`config.mk`:
```
export PLATFORM = sky130hd
export DESIGN_NAME = drive_command_to_bridge_duty_top_flat
export DESIGN_NICKNAME = d
export VERILOG_FILES = /design/src/sv/dbd_pkg.sv /design/src/sv/dbd_if.sv /design/src/sv/dbd_cfg.sv /design/src/sv/dbd_mixer.sv /design/src/sv/drive_command_to_bridge_duty_top.sv /design/src/flat_wrapper.sv
export SDC_FILE = /design/constraint.sdc
export NUM_CORES = 1
export LEC_CHECK = 0
export BUFFER_PORTS_ARGS = -buffer_cell sky130_fd_sc_hd__buf_2
export CAP_MARGIN = 40
export CORE_MARGIN = 5
export CORE_UTILIZATION = 53
export CTS_CLUSTER_DIAMETER = 50
export DETAILED_ROUTE_END_ITERATION = 8
export PLACE_DENSITY = 0.79
export REMOVE_ABC_BUFFERS = 1
export SLEW_MARGIN = 5
export SYNTH_ARGS = -nofsm -noshare
export SYNTH_HDL_FRONTEND = slang
export SYNTH_HIERARCHICAL = 1
export SYNTH_SLANG_ARGS = --single-unit
```
`constraint.sdc`:
```
create_clock -name clk -period 2.7 [get_ports clk]
set_clock_uncertainty 0.15 [all_clocks]
set_input_delay 0.135 -clock clk [delete_from_list [all_inputs] [get_ports clk]]
set_output_delay 0.135 -clock clk [all_outputs]
set_load 0.05 [all_outputs]
```
`src/sv/dbd_pkg.sv`:
```
`timescale 1ns / 1ps

package dbd_pkg;

  localparam int SPEED_W = 8;
  localparam int DUTY_W  = 8;
  localparam int MASK_W  = 4;
  localparam int CFG_W   = 8;
  localparam int INDEX_W = 1;

  localparam logic [INDEX_W-1:0] REG_TURN_REDUCTION = 1'd0;
  localparam logic [INDEX_W-1:0] REG_INVERT_MASK    = 1'd1;

  localparam logic [SPEED_W-1:0] TURN_REDUCTION_RESET = 8'd64;
  localparam logic [MASK_W-1:0]  INVERT_MASK_RESET    = 4'd0;

  localparam int WHEEL_FL = 0;
  localparam int WHEEL_FR = 1;
  localparam int WHEEL_RL = 2;
  localparam int WHEEL_RR = 3;

  typedef enum logic [2:0] {
    ACT_STOP      = 3'd0,
    ACT_FWD       = 3'd1,
    ACT_BACK      = 3'd2,
    ACT_LEFT      = 3'd3,
    ACT_RIGHT     = 3'd4,
    ACT_ROT_LEFT  = 3'd5,
    ACT_ROT_RIGHT = 3'd6,
    ACT_STOP_ALT  = 3'd7
  } action_t;

  typedef struct packed {
    logic [SPEED_W-1:0] turn_reduction;
    logic [MASK_W-1:0]  invert_mask;
  } cfg_t;

  typedef struct packed {
    logic [DUTY_W-1:0] fl_fwd_duty;
    logic [DUTY_W-1:0] fl_rev_duty;
    logic [DUTY_W-1:0] fr_fwd_duty;
    logic [DUTY_W-1:0] fr_rev_duty;
    logic [DUTY_W-1:0] rl_fwd_duty;
    logic [DUTY_W-1:0] rl_rev_duty;
    logic [DUTY_W-1:0] rr_fwd_duty;
    logic [DUTY_W-1:0] rr_rev_duty;
    logic              all_stopped;
  } res_t;

endpackage

```
`src/sv/dbd_if.sv`:
```
`timescale 1ns / 1ps

interface dbd_cmd_if;
  import dbd_pkg::*;

  logic               valid;
  logic               ready;
  logic [2:0]         action;
  logic [SPEED_W-1:0] speed;

  modport source (output valid, action, speed, input ready);
  modport sink (input valid, action, speed, output ready);
endinterface

interface dbd_duty_if;
  import dbd_pkg::*;

  logic              valid;
  logic              ready;
  logic [DUTY_W-1:0] fl_fwd_duty;
  logic [DUTY_W-1:0] fl_rev_duty;
  logic [DUTY_W-1:0] fr_fwd_duty;
  logic [DUTY_W-1:0] fr_rev_duty;
  logic [DUTY_W-1:0] rl_fwd_duty;
  logic [DUTY_W-1:0] rl_rev_duty;
  logic [DUTY_W-1:0] rr_fwd_duty;
  logic [DUTY_W-1:0] rr_rev_duty;
  logic              all_stopped;

  modport source (
    output valid, fl_fwd_duty, fl_rev_duty, fr_fwd_duty, fr_rev_duty,
           rl_fwd_duty, rl_rev_duty, rr_fwd_duty, rr_rev_duty, all_stopped,
    input  ready
  );
  modport sink (
    input  valid, fl_fwd_duty, fl_rev_duty, fr_fwd_duty, fr_rev_duty,
           rl_fwd_duty, rl_rev_duty, rr_fwd_duty, rr_rev_duty, all_stopped,
    output ready
  );
endinterface

```
`src/sv/dbd_cfg.sv`:
```
`timescale 1ns / 1ps

module dbd_cfg (
  input  logic                         clk,
  input  logic                         rst,
  input  logic                         cfg_we,
  input  logic [dbd_pkg::INDEX_W-1:0]  cfg_index,
  input  logic [dbd_pkg::CFG_W-1:0]    cfg_data,
  output dbd_pkg::cfg_t                cfg
);
  import dbd_pkg::*;

  logic [SPEED_W-1:0] turn_reduction;
  logic [MASK_W-1:0]  invert_mask;

  always_ff @(posedge clk) begin
    if (rst) begin
      turn_reduction <= TURN_REDUCTION_RESET;
      invert_mask    <= INVERT_MASK_RESET;
    end else if (cfg_we) begin
      case (cfg_index)
        REG_TURN_REDUCTION: turn_reduction <= cfg_data[SPEED_W-1:0];
        REG_INVERT_MASK:    invert_mask    <= cfg_data[MASK_W-1:0];
        default: ;
      endcase
    end
  end

  assign cfg.turn_reduction = turn_reduction;
  assign cfg.invert_mask    = invert_mask;

endmodule

```
`src/sv/dbd_mixer.sv`:
```
`timescale 1ns / 1ps

module dbd_mixer (
  input  logic [2:0]                  action,
  input  logic [dbd_pkg::SPEED_W-1:0] speed,
  input  dbd_pkg::cfg_t               cfg,
  output dbd_pkg::res_t               res
);
  import dbd_pkg::*;

  // wheel speed as sign and magnitude; magnitude never exceeds 255, so no clamp
  function automatic logic [2*DUTY_W-1:0] split(input logic neg, input logic inv,
                                                input logic [SPEED_W-1:0] mag);
    logic rev;
    rev = neg ^ inv;
    split = rev ? {{DUTY_W{1'b0}}, mag} : {mag, {DUTY_W{1'b0}}};
  endfunction

  logic [SPEED_W-1:0] inner;
  logic [SPEED_W-1:0] left_mag;
  logic [SPEED_W-1:0] right_mag;
  logic               left_neg;
  logic               right_neg;
  logic               moving;

  assign inner = (speed > cfg.turn_reduction) ? speed - cfg.turn_reduction : '0;

  always_comb begin
    left_mag  = speed;
    right_mag = speed;
    left_neg  = 1'b0;
    right_neg = 1'b0;
    moving    = 1'b1;
    case (action_t'(action))
      ACT_FWD: ;
      ACT_BACK: begin
        left_neg  = 1'b1;
        right_neg = 1'b1;
      end
      ACT_LEFT:      left_mag  = inner;
      ACT_RIGHT:     right_mag = inner;
      ACT_ROT_LEFT:  left_neg  = 1'b1;
      ACT_ROT_RIGHT: right_neg = 1'b1;
      default: begin
        left_mag  = '0;
        right_mag = '0;
        moving    = 1'b0;
      end
    endcase
  end

  assign {res.fl_fwd_duty, res.fl_rev_duty} =
    split(left_neg, cfg.invert_mask[WHEEL_FL], left_mag);
  assign {res.fr_fwd_duty, res.fr_rev_duty} =
    split(right_neg, cfg.invert_mask[WHEEL_FR], right_mag);
  assign {res.rl_fwd_duty, res.rl_rev_duty} =
    split(left_neg, cfg.invert_mask[WHEEL_RL], left_mag);
  assign {res.rr_fwd_duty, res.rr_rev_duty} =
    split(right_neg, cfg.invert_mask[WHEEL_RR], right_mag);
  assign res.all_stopped = ~moving;

endmodule

```
`src/sv/drive_command_to_bridge_duty_top.sv`:
```
`timescale 1ns / 1ps

// Four-wheel skid-steer mixer: each drive command beat (action, speed) becomes
// one beat of eight H-bridge duty values plus the stopped flag. A command
// beat is taken every cycle while cmd.ready is high; its result passes the
// command register and then the result register, with the mixing logic
// between them. Backpressure on the result side stalls both registers in
// turn, so cmd.ready follows duty.ready combinationally when both are full.
// Configuration writes (index 0 turn reduction, 1 invert mask) take effect on
// the next edge and are meant to be made while no beat is in flight.

module drive_command_to_bridge_duty_top (
  input  logic                        clk,
  input  logic                        rst,
  dbd_cmd_if.sink                     cmd,
  dbd_duty_if.source                  duty,
  input  logic                        cfg_we,
  input  logic [dbd_pkg::INDEX_W-1:0] cfg_index,
  input  logic [dbd_pkg::CFG_W-1:0]   cfg_data
);
  import dbd_pkg::*;

  cfg_t               cfg;
  res_t               mix;
  res_t               res;
  logic               res_valid;
  logic               s1_valid;
  logic [2:0]         s1_action;
  logic [SPEED_W-1:0] s1_speed;
  logic               stopped;
  logic               res_load;
  logic               s1_load;

  dbd_cfg u_cfg (
    .clk       (clk),
    .rst       (rst),
    .cfg_we    (cfg_we),
    .cfg_index (cfg_index),
    .cfg_data  (cfg_data),
    .cfg       (cfg)
  );

  dbd_mixer u_mixer (
    .action (s1_action),
    .speed  (s1_speed),
    .cfg    (cfg),
    .res    (mix)
  );

  assign res_load  = ~res_valid | duty.ready;
  assign s1_load   = ~s1_valid | res_load;
  assign cmd.ready = s1_load;

  always_ff @(posedge clk) begin
    if (rst) begin
      s1_valid  <= 1'b0;
      res_valid <= 1'b0;
      stopped   <= 1'b1;
    end else begin
      if (s1_load) begin
        s1_valid <= cmd.valid;
      end
      if (res_load) begin
        res_valid <= s1_valid;
        if (s1_valid) begin
          stopped <= mix.all_stopped;
        end
      end
    end
  end

  always_ff @(posedge clk) begin
    if (s1_load && cmd.valid) begin
      s1_action <= cmd.action;
      s1_speed  <= cmd.speed;
    end
    if (res_load && s1_valid) begin
      res <= mix;
    end
  end

  assign duty.valid       = res_valid;
  assign duty.fl_fwd_duty = res.fl_fwd_duty;
  assign duty.fl_rev_duty = res.fl_rev_duty;
  assign duty.fr_fwd_duty = res.fr_fwd_duty;
  assign duty.fr_rev_duty = res.fr_rev_duty;
  assign duty.rl_fwd_duty = res.rl_fwd_duty;
  assign duty.rl_rev_duty = res.rl_rev_duty;
  assign duty.rr_fwd_duty = res.rr_fwd_duty;
  assign duty.rr_rev_duty = res.rr_rev_duty;
  assign duty.all_stopped = stopped;

  assert property (@(posedge clk) rst |=> !duty.valid && !s1_valid)
    else $error("pipeline not empty after reset");

  assert property (@(posedge clk) disable iff (rst)
    duty.valid |-> (res.all_stopped == stopped))
    else $error("stopped flag disagrees with result");

  assert property (@(posedge clk) disable iff (rst)
    (duty.valid && stopped) |->
      (res.fl_fwd_duty == '0 && res.fl_rev_duty == '0 &&
       res.fr_fwd_duty == '0 && res.fr_rev_duty == '0 &&
       res.rl_fwd_duty == '0 && res.rl_rev_duty == '0 &&
       res.rr_fwd_duty == '0 && res.rr_rev_duty == '0))
    else $error("stopped result drives a bridge");

  assert property (@(posedge clk) disable iff (rst)
    duty.valid |->
      ((res.fl_fwd_duty == '0 || res.fl_rev_duty == '0) &&
       (res.fr_fwd_duty == '0 || res.fr_rev_duty == '0) &&
       (res.rl_fwd_duty == '0 || res.rl_rev_duty == '0) &&
       (res.rr_fwd_duty == '0 || res.rr_rev_duty == '0)))
    else $error("bridge driven on both inputs");

  assert property (@(posedge clk) disable iff (rst)
    (s1_valid && !res_load) |=> s1_valid && $stable(s1_action) && $stable(s1_speed))
    else $error("stalled command lost");

endmodule

```
`src/flat_wrapper.sv`:
```
// flat-port wrapper written by rule: the top's interface ports become plain ports
module drive_command_to_bridge_duty_top_flat import dbd_pkg::*;
  (clk, rst, cfg_we, cfg_index, cfg_data, cmd_valid, cmd_action, cmd_speed, cmd_ready, duty_valid, duty_fl_fwd_duty, duty_fl_rev_duty, duty_fr_fwd_duty, duty_fr_rev_duty, duty_rl_fwd_duty, duty_rl_rev_duty, duty_rr_fwd_duty, duty_rr_rev_duty, duty_all_stopped, duty_ready);
  dbd_cmd_if cmd_i ();
  dbd_duty_if duty_i ();
  input  logic clk;
  input  logic rst;
  input  logic cfg_we;
  input  logic [dbd_pkg::INDEX_W-1:0] cfg_index;
  input  logic [dbd_pkg::CFG_W-1:0] cfg_data;
  input wire logic [$bits(cmd_i.valid)-1:0] cmd_valid;
  input wire logic [$bits(cmd_i.action)-1:0] cmd_action;
  input wire logic [$bits(cmd_i.speed)-1:0] cmd_speed;
  output wire logic [$bits(cmd_i.ready)-1:0] cmd_ready;
  output wire logic [$bits(duty_i.valid)-1:0] duty_valid;
  output wire logic [$bits(duty_i.fl_fwd_duty)-1:0] duty_fl_fwd_duty;
  output wire logic [$bits(duty_i.fl_rev_duty)-1:0] duty_fl_rev_duty;
  output wire logic [$bits(duty_i.fr_fwd_duty)-1:0] duty_fr_fwd_duty;
  output wire logic [$bits(duty_i.fr_rev_duty)-1:0] duty_fr_rev_duty;
  output wire logic [$bits(duty_i.rl_fwd_duty)-1:0] duty_rl_fwd_duty;
  output wire logic [$bits(duty_i.rl_rev_duty)-1:0] duty_rl_rev_duty;
  output wire logic [$bits(duty_i.rr_fwd_duty)-1:0] duty_rr_fwd_duty;
  output wire logic [$bits(duty_i.rr_rev_duty)-1:0] duty_rr_rev_duty;
  output wire logic [$bits(duty_i.all_stopped)-1:0] duty_all_stopped;
  input wire logic [$bits(duty_i.ready)-1:0] duty_ready;
  assign cmd_i.valid = cmd_valid;
  assign cmd_i.action = cmd_action;
  assign cmd_i.speed = cmd_speed;
  assign cmd_ready = cmd_i.ready;
  assign duty_valid = duty_i.valid;
  assign duty_fl_fwd_duty = duty_i.fl_fwd_duty;
  assign duty_fl_rev_duty = duty_i.fl_rev_duty;
  assign duty_fr_fwd_duty = duty_i.fr_fwd_duty;
  assign duty_fr_rev_duty = duty_i.fr_rev_duty;
  assign duty_rl_fwd_duty = duty_i.rl_fwd_duty;
  assign duty_rl_rev_duty = duty_i.rl_rev_duty;
  assign duty_rr_fwd_duty = duty_i.rr_fwd_duty;
  assign duty_rr_rev_duty = duty_i.rr_rev_duty;
  assign duty_all_stopped = duty_i.all_stopped;
  assign duty_i.ready = duty_ready;
  drive_command_to_bridge_duty_top u_core (.clk(clk), .rst(rst), .cmd(cmd_i), .duty(duty_i), .cfg_we(cfg_we), .cfg_index(cfg_index), .cfg_data(cfg_data));
endmodule
```
Word level (Yosys, flattened, before mapping) --
Index checks and enable logic that the tools add are counted. Widths: inputs -> output; s select.
Word-level totals: bits in registers 90, logic and storage cells 49
Cells by class: mux-type cells 6, eq/ne operators 6, add/subtract/negate cells 1, $lt $le $gt $ge 1, reduce and logical (&&, ||, !) cells 10, bitwise gates (word level) 10
Operators with widths (count):
- $pmux 8 s2 | 2
- $reduce_or 5->1 | 2
- $eq 3x3->1 const B | 3
- $gt 8x8->1 | 1
- $mux 8 | 1
- $sub 8x8->8 | 1
- $eq 3x2->1 const B | 2
- $reduce_and 2->1 | 3
- $reduce_or 6->1 | 1
- $not 1->1 | 4
- $reduce_or 2->1 | 2
- $xor 1x1->1 | 4
- $eq 3x1->1 const B | 1
- $mux 1 | 3
- $logic_and 1x1->1 | 2
- $or 1x1->1 | 2

Longest topological paths before layout --
Gate-level depths: netlist of run 1.
depth in word-level cells 4, gate-level depth with buffers 9, depth with buffers taken out 9

Cells and area by module --
Netlist of run 1, hierarchy kept.
By module, submodules not included:
- drive_command_to_bridge_duty_top | area each 2381.0 µm², cells an instance 90, times used 1
- dbd_mixer | area each 989.7 µm², cells an instance 165, times used 1
- dbd_cfg | area each 516.7 µm², cells an instance 49, times used 1

Worst setup path before layout of run 1 --
No wires, ideal clock.
path type reg2reg, start point reg u_core.s1_speed[0], end point reg u_core.res (netlist bit u_core/duty.fr_fwd_duty[7]), data pin, stages on the path, launching flop included 10, buffers on the path 0, data arrival time 1995 ps, slack 283 ps, clock period less this slack 2417 ps, path through edfxtp_1 > inv_1 > ha_1 > inv_1 > fa_1 > and3_1 > o21ai_1 > a211oi_2 > a32oi_1 > nor2_1
Between the ends: word-level cells in the longest chain between the ends 3
RTL lines:
- start, declared | RTL line drive_command_to_bridge_duty_top.sv:29 | logic [SPEED_W-1:0] s1_speed;
- start signal, assigned | RTL line drive_command_to_bridge_duty_top.sv:75 | s1_speed <= cmd.speed;
- $sub 8x8->8 or $gt 8x8->1 (tied branches) | RTL line dbd_mixer.sv:26 | assign inner = (speed > cfg.turn_reduction) ? speed - cfg.turn_reduction : '0;
- $mux 8 (*) | RTL line dbd_mixer.sv:26
- $pmux 8 s2 (*) | RTL line dbd_mixer.sv:34 | case (action_t'(action))
- end signal, assigned | RTL line drive_command_to_bridge_duty_top.sv:78 | res <= mix;
- end, declared | RTL line drive_command_to_bridge_duty_top.sv:25 | res_t res;
Mark *: on every way between the ends. The rest lies on a longest branch, timed or not. A chain may end at the register's enable or synchronous reset.

Worst setup path in the final report of run 1 --
start point reg u_core.s1_speed[0], end point reg u_core.res (netlist bit u_core/duty.fl_fwd_duty[5]), data pin
Same word-level chain as after synthesis.

==> metrics.txt, run 1 <==
asr flop ratio synth 0%; vias in the first global route 2,752; fin util 71.7%; Starting Density 53.9%; vias post-DR 2,826; adder and majority cell fraction of the synthesized area 3.09%; Horiz. Die Dim 95.6 um; final WL 8.94 mm; Slew Limit Headroom 40.9%; dpl ws 20.0 ps; area post-placement 0.00453 mm^2; Detail Route Antenna Nets 0; Fin. Hold Viols 0; post-route clock period utilization 96.3%; Fillers 526; Via density 5.15; Buf+Inv Stages, Crit Path 4; TritonCTS clock tree done; CTS Buf Count 9; final worst path period need 2600 ps; antenna violations before repair 0; Slew Viols, Final 0; CP Class flop to flop; worst hold path type input pin to flop; required time worst endpoint 2650 ps; grt ovf 0; syn_area_per_cell 12.8 um^2; clk sinks 90; CP max-delay cell edfxtp_1; Max FO, Critical Path 7; xor-xnor portion of the synthesized cell area 2.48%; Worst-path clk slew 100 ps; hold depth 2; ys flop type edfxtp_1; synthesized area 0.00389 mm^2; sequential share of the synthesized area 65.7%; most common cell after layout, fill and taps aside buf_2; setup_tns 0 ps; Tightest Pin Transition 883 ps; gpl congestion 0.909; Worst path depth 11; P per Cell Area 638 mW/mm^2; Worst Reg-to-Reg Cells 11; Avg WL per Cell 16.3 um; Post-Synth Simple-Gate Area 16.2%; Fmax 0.384 GHz; crit-path cells inv_1 -> ha_1 -> inv_1 -> fa_2 -> and3_4 -> o21ai_4 -> a2111oi_4 -> buf_4 -> buf_4 -> a22oi_2 -> nor2_1; Static Leakage 2.04 nW; Root Buffer clkbuf_8; cell row count 31; IO Pins 92; number of synthesized flops with an enable pin 75; Clock Latency Late Sink 350 ps; pin count of the biggest net entering global routing 66; unrepaired setup endpoints after global routing false; synthesized instance count 304; cell family with most CP delay compound AO/OA/AOI/OAI gates; Die Y 95.6 um; Multi-input gate area 0.00136 mm^2; DP Cell Count 500; total area of sequential cells 0.00255 mm^2; first-pass GRT wire length 13.6 mm; startpoint types flop; CP peak stage delay 400 ps; Yosys warnings 6; clock tree buffer depth 2; I/O Buffers 91; core area 0.00721 mm^2; CP Capture Type flop; largest family of logic cells by synthesized area simple AND/OR/NAND/NOR gates; nets 479; fraction of layout cells with a size suffix above 1 32.9%; Arr. time, crit path 2550 ps; Tot GR Track Use 19.7%; Tot Pwr 3.30 mW; post-synthesis mux area share 2.32%; CTS H-tree lvls 3; max capacitance violation total 0; post-route cell area 0.00517 mm^2; DRT iter0 DRCs 191; Yosys reg bits 90; outcome finished clean; most frequent cells in the layout 91 x buf_2, 75 x edfxtp_1, 69 x nor2_1; Min Hold Slack 11.9 ps; Worst VDD drop 323 uV; non-filler cells, final 549; DPL Wire Length 6.01 mm; Antenna Cells 0; first-pass iteration count of the detailed router 4; # DRC 0; final setup fails 0; Compound-Gate Fraction of Synth Area 8.11%; synth-to-layout area growth 33.1%; die area 0.00915 mm^2; Synth cell types 46; final worst setup slack 98.7 ps
==> power breakdown <==
| group | internal (mW) | switching (mW) | total [mW] |
|---|---|---|---|
| logic | 0.218 | 0.475 | 0.693 |
| clock network | 0.455 | 0.517 | 0.972 |
| registers | 1.60 | 0.0345 | 1.64 |
==> path summary, 6_finish.rpt <==
kind | slack [ps] | startpoint | end
worst min-delay path | 10 | rst | u_core/s1_valid
worst max-delay path | 100 | u_core/s1_speed[0] | u_core/duty.fl_fwd_duty[5]
worst max register to register | 100 | u_core/s1_speed[0] | u_core/duty.fl_fwd_duty[5]
worst min register to register | 320 | u_core/duty.all_stopped | u_core/duty.all_stopped
==> registers in the layout (all words and copies together) (netlist names), 8 cells and up <==
signal,count
u_core/duty.fl_fwd_duty,8
u_core/duty.rr_rev_duty,8
u_core/duty.rl_fwd_duty,8
u_core/duty.rl_rev_duty,8
u_core/duty.fr_rev_duty,8
u_core/duty.fl_rev_duty,8
u_core/duty.fr_fwd_duty,8
u_core/u_cfg/turn_reduction,8
u_core/duty.rr_fwd_duty,8
u_core/s1_speed,8
==> logic make-up after synthesis <==
family,count (synthesis)
multiplexers,9
AO/OA/AOI/OAI,42
buffers and inverters,19
flip-flops,90
XOR/XNOR,11
adder cells (fa/ha/maj),9
AND/OR/NAND/NOR,124
==> Yosys cell counts (5+ instances only) <==
cell type | number | area [um^2]
nand2_1 | 6 | 22.5
mux2i_1 | 9 | 90.1
a21oi_1 | 7 | 35.0
nand2b_1 | 18 | 113
edfxtp_1 | 75 | 2250
xnor2_1 | 5 | 43.8
dfxtp_1 | 15 | 300
ha_1 | 8 | 100
inv_1 | 12 | 45.0
xor2_1 | 6 | 52.6
o21ai_1 | 5 | 25.0
nor2_1 | 69 | 259
a22oi_1 | 13 | 97.6
and2_1 | 5 | 31.3
==> routing by layer <==
metal	track usage, %	up-vias	wire [um]
li1	-	1392	-
met1	25.8	1307	3780
met2	32.4	117	4420
met3	4.03	10	614
met4	7.11	0	123
met5	0	-	0
==> cell type report <==
cell class,instances,area share (%)
timing repair buffer,137,16.9
clock inverter,7,1.84
multi-input combinational,195,26.3
sequential,90,49.3
inverter,12,0.870
tap,99,2.39
clock buffer,9,2.39
==> timing repair <==
action                                 CTS  global route
setup buffers                            0             4
gates resized for setup                  1            21
endpoints found under the hold margin   25             0
cloned                                   0             0
pin swaps                                0             2
setup endpoints to repair                3            64
hold buffers                            29             0
Note: power is estimated with default switching activity, not from simulation.
==> run 2, diff against run 1 <==
--- a/config.mk
+++ b/config.mk
@@ -12,9 +12,9 @@
 export CTS_CLUSTER_DIAMETER = 50
 export DETAILED_ROUTE_END_ITERATION = 8
 export PLACE_DENSITY = 0.79
-export REMOVE_ABC_BUFFERS = 1
 export SLEW_MARGIN = 5
 export SYNTH_ARGS = -nofsm -noshare
 export SYNTH_HDL_FRONTEND = slang
 export SYNTH_HIERARCHICAL = 1
 export SYNTH_SLANG_ARGS = --single-unit
+export TNS_END_PERCENT = 5
==> metrics.txt, run 2 (synthesis results as in run 1) <==
CP endpoint u_core/duty.rl_fwd_duty[4]; P per Cell Area 645 mW/mm^2 (+1.0%); syn nets 338; Clock Latency Late Sink 360 ps (about the same); Max FO, Critical Path 5 (-2); final worst setup slack 111 ps (+12.7 ps); Fin. Hold Viols 0 (unchanged); TritonCTS clock tree done; Antenna Cells 0 (unchanged); grt peak-use layer met2; grt ovf 0 (unchanged); DPL Wire Length 5.84 mm (-2.8%); final WL 8.58 mm (-4.0%); worst reg2reg endpoint u_core/duty.rl_fwd_duty[4]; die area 0.00915 mm^2 (unchanged); Arr. time, crit path 2550 ps (about the same); Fmax 0.386 GHz (+0.49%); Horiz. Die Dim 95.6 um (unchanged); CTS H-tree lvls 3 (unchanged); Static Leakage 2.05 nW (+0.40%); first-pass iteration count of the detailed router 5 (+1); Worst Reg-to-Reg Cells 10 (-1); IO Pins 92 (unchanged); outcome finished clean; Slew Limit Headroom 38.2% (-2.6 points); Fillers 539 (+2.5%); total area of sequential cells 0.00255 mm^2 (unchanged); Via density 5.15 (about the same); cell row count 31 (unchanged); most frequent cells in the layout 91 x buf_2, 75 x edfxtp_1, 69 x nor2_1; nets 481 (+0.42%); area post-placement 0.00453 mm^2 (unchanged); met1 GRT Util 25.2% (-0.62 points); dpl ws -58.2 ps (-78.2 ps); first-pass GRT wire length 13.3 mm (-1.9%); fin util 71.5% (-0.24 points); hold path startpoint rst; Worst VDD drop 295 uV (-8.8%); setup_tns 0 ps (unchanged); Worst setup startpoint u_core/s1_speed[0]; required time worst endpoint 2660 ps (about the same); most common cell after layout, fill and taps aside buf_2; CP Class flop to flop; Tot GR Track Use 19.6% (-0.082 points); Multi-input gate area 0.00132 mm^2 (-3.2%); FF-to-FF Start u_core/s1_speed[0]; pin count of the biggest net entering global routing 66 (unchanged); antenna violations before repair 0 (unchanged); final worst path period need 2590 ps (-12.7 ps); startpoint types flop; Tot Pwr 3.32 mW (+0.66%); Starting Density 53.9% (unchanged); final setup fails 0 (unchanged); Worst-path clk slew 90 ps (about the same); gpl congestion 0.886 (-2.5%); Slew Viols, Final 0 (unchanged); clk sinks 90 (unchanged); I/O Buffers 91 (unchanged); core area 0.00721 mm^2 (unchanged); met3 usage 3.95% (-0.079 points); # DRC 0 (unchanged); non-filler cells, final 551 (+0.36%); DP Cell Count 500 (unchanged); vias post-DR 2,836 (+0.35%); Avg WL per Cell 15.6 um (-4.4%); Detail Route Antenna Nets 0 (unchanged); Tightest Pin Transition 926 ps (+43.0 ps); Root Buffer clkbuf_8; max capacitance violation total 0 (unchanged); clock tree buffer depth 2 (unchanged); Die Y 95.6 um (unchanged); DRT iter0 DRCs 165 (-14%); Reg2Reg Setup Slack 110 ps (about the same); synth-to-layout area growth 32.7%; Min Hold Slack 76.7 ps (+64.8 ps); worst hold path type input pin to flop; GRT met2 Usage 31.2% (-1.2 points); CTS Buf Count 9 (unchanged); fraction of layout cells with a size suffix above 1 31.4% (-1.5 points); CP Capture Type flop; post-route cell area 0.00516 mm^2 (-0.34%); post-route clock period utilization 95.9% (-0.47 points); vias in the first global route 2,761 (+0.33%)
-- run 2: worst min path at each step --
stage | to | slack (ps) | depth (start not counted)
finish | u_core/u_cfg/turn_reduction[6] | 80 | 3
global route | u_core/u_cfg/turn_reduction[2] | 100 | 3
CTS | u_core/u_cfg/turn_reduction[6] | 70 | 3
detailed placement | u_core/s1_speed[1] | 160 | 1
global placement | u_core/s1_speed[1] | 160 | 1
floorplan | u_core/duty.valid | 60 | 1
-- run 2: worst max-delay path: stages (launching register included) --
cell       delay, ps
edfxtp_1         400
inv_1             70
ha_1             150
inv_1             50
fa_1             380
and3_1           200
o21ai_2          230
a2111oi_4        110
buf_4            190
a22oi_2          320
nor2_1           100
-- run 2: final cells by class --
cell class                      instances  share of cell area [%]
Inverter                               12                   0.873
Clock inverter                          7                    1.92
Multi-Input combinational cell        195                    25.5
Tap cell                               99                    2.40
Sequential cell                        90                    49.5
Clock buffer                            9                    2.40
Timing Repair Buffer                  139                    17.4
-- run 2: power by group --
part,switching [mW],total [mW],internal [mW]
Clock,0.487,1.01,0.528
Combinational,0.462,0.672,0.210
Sequential,0.0341,1.64,1.60
Total,0.983,3.32,2.34
-- run 2: repair_timing --
action / 4_1_cts / 5_1_grt
resized for setup: 3 / 10
setup buffers: 0 / 3
hold buffers: 32 / 0
pin swaps: 0 / 3
setup endpoints to repair: 14 / 63
hold endpoints to repair: 25 / 0
-- run 2: metal layers --
metal,vias to the layer above,routed length (um)
li1,1387,-
met1,1317,3560
met2,117,4200
met3,15,623
met4,0,197
met5,-,0
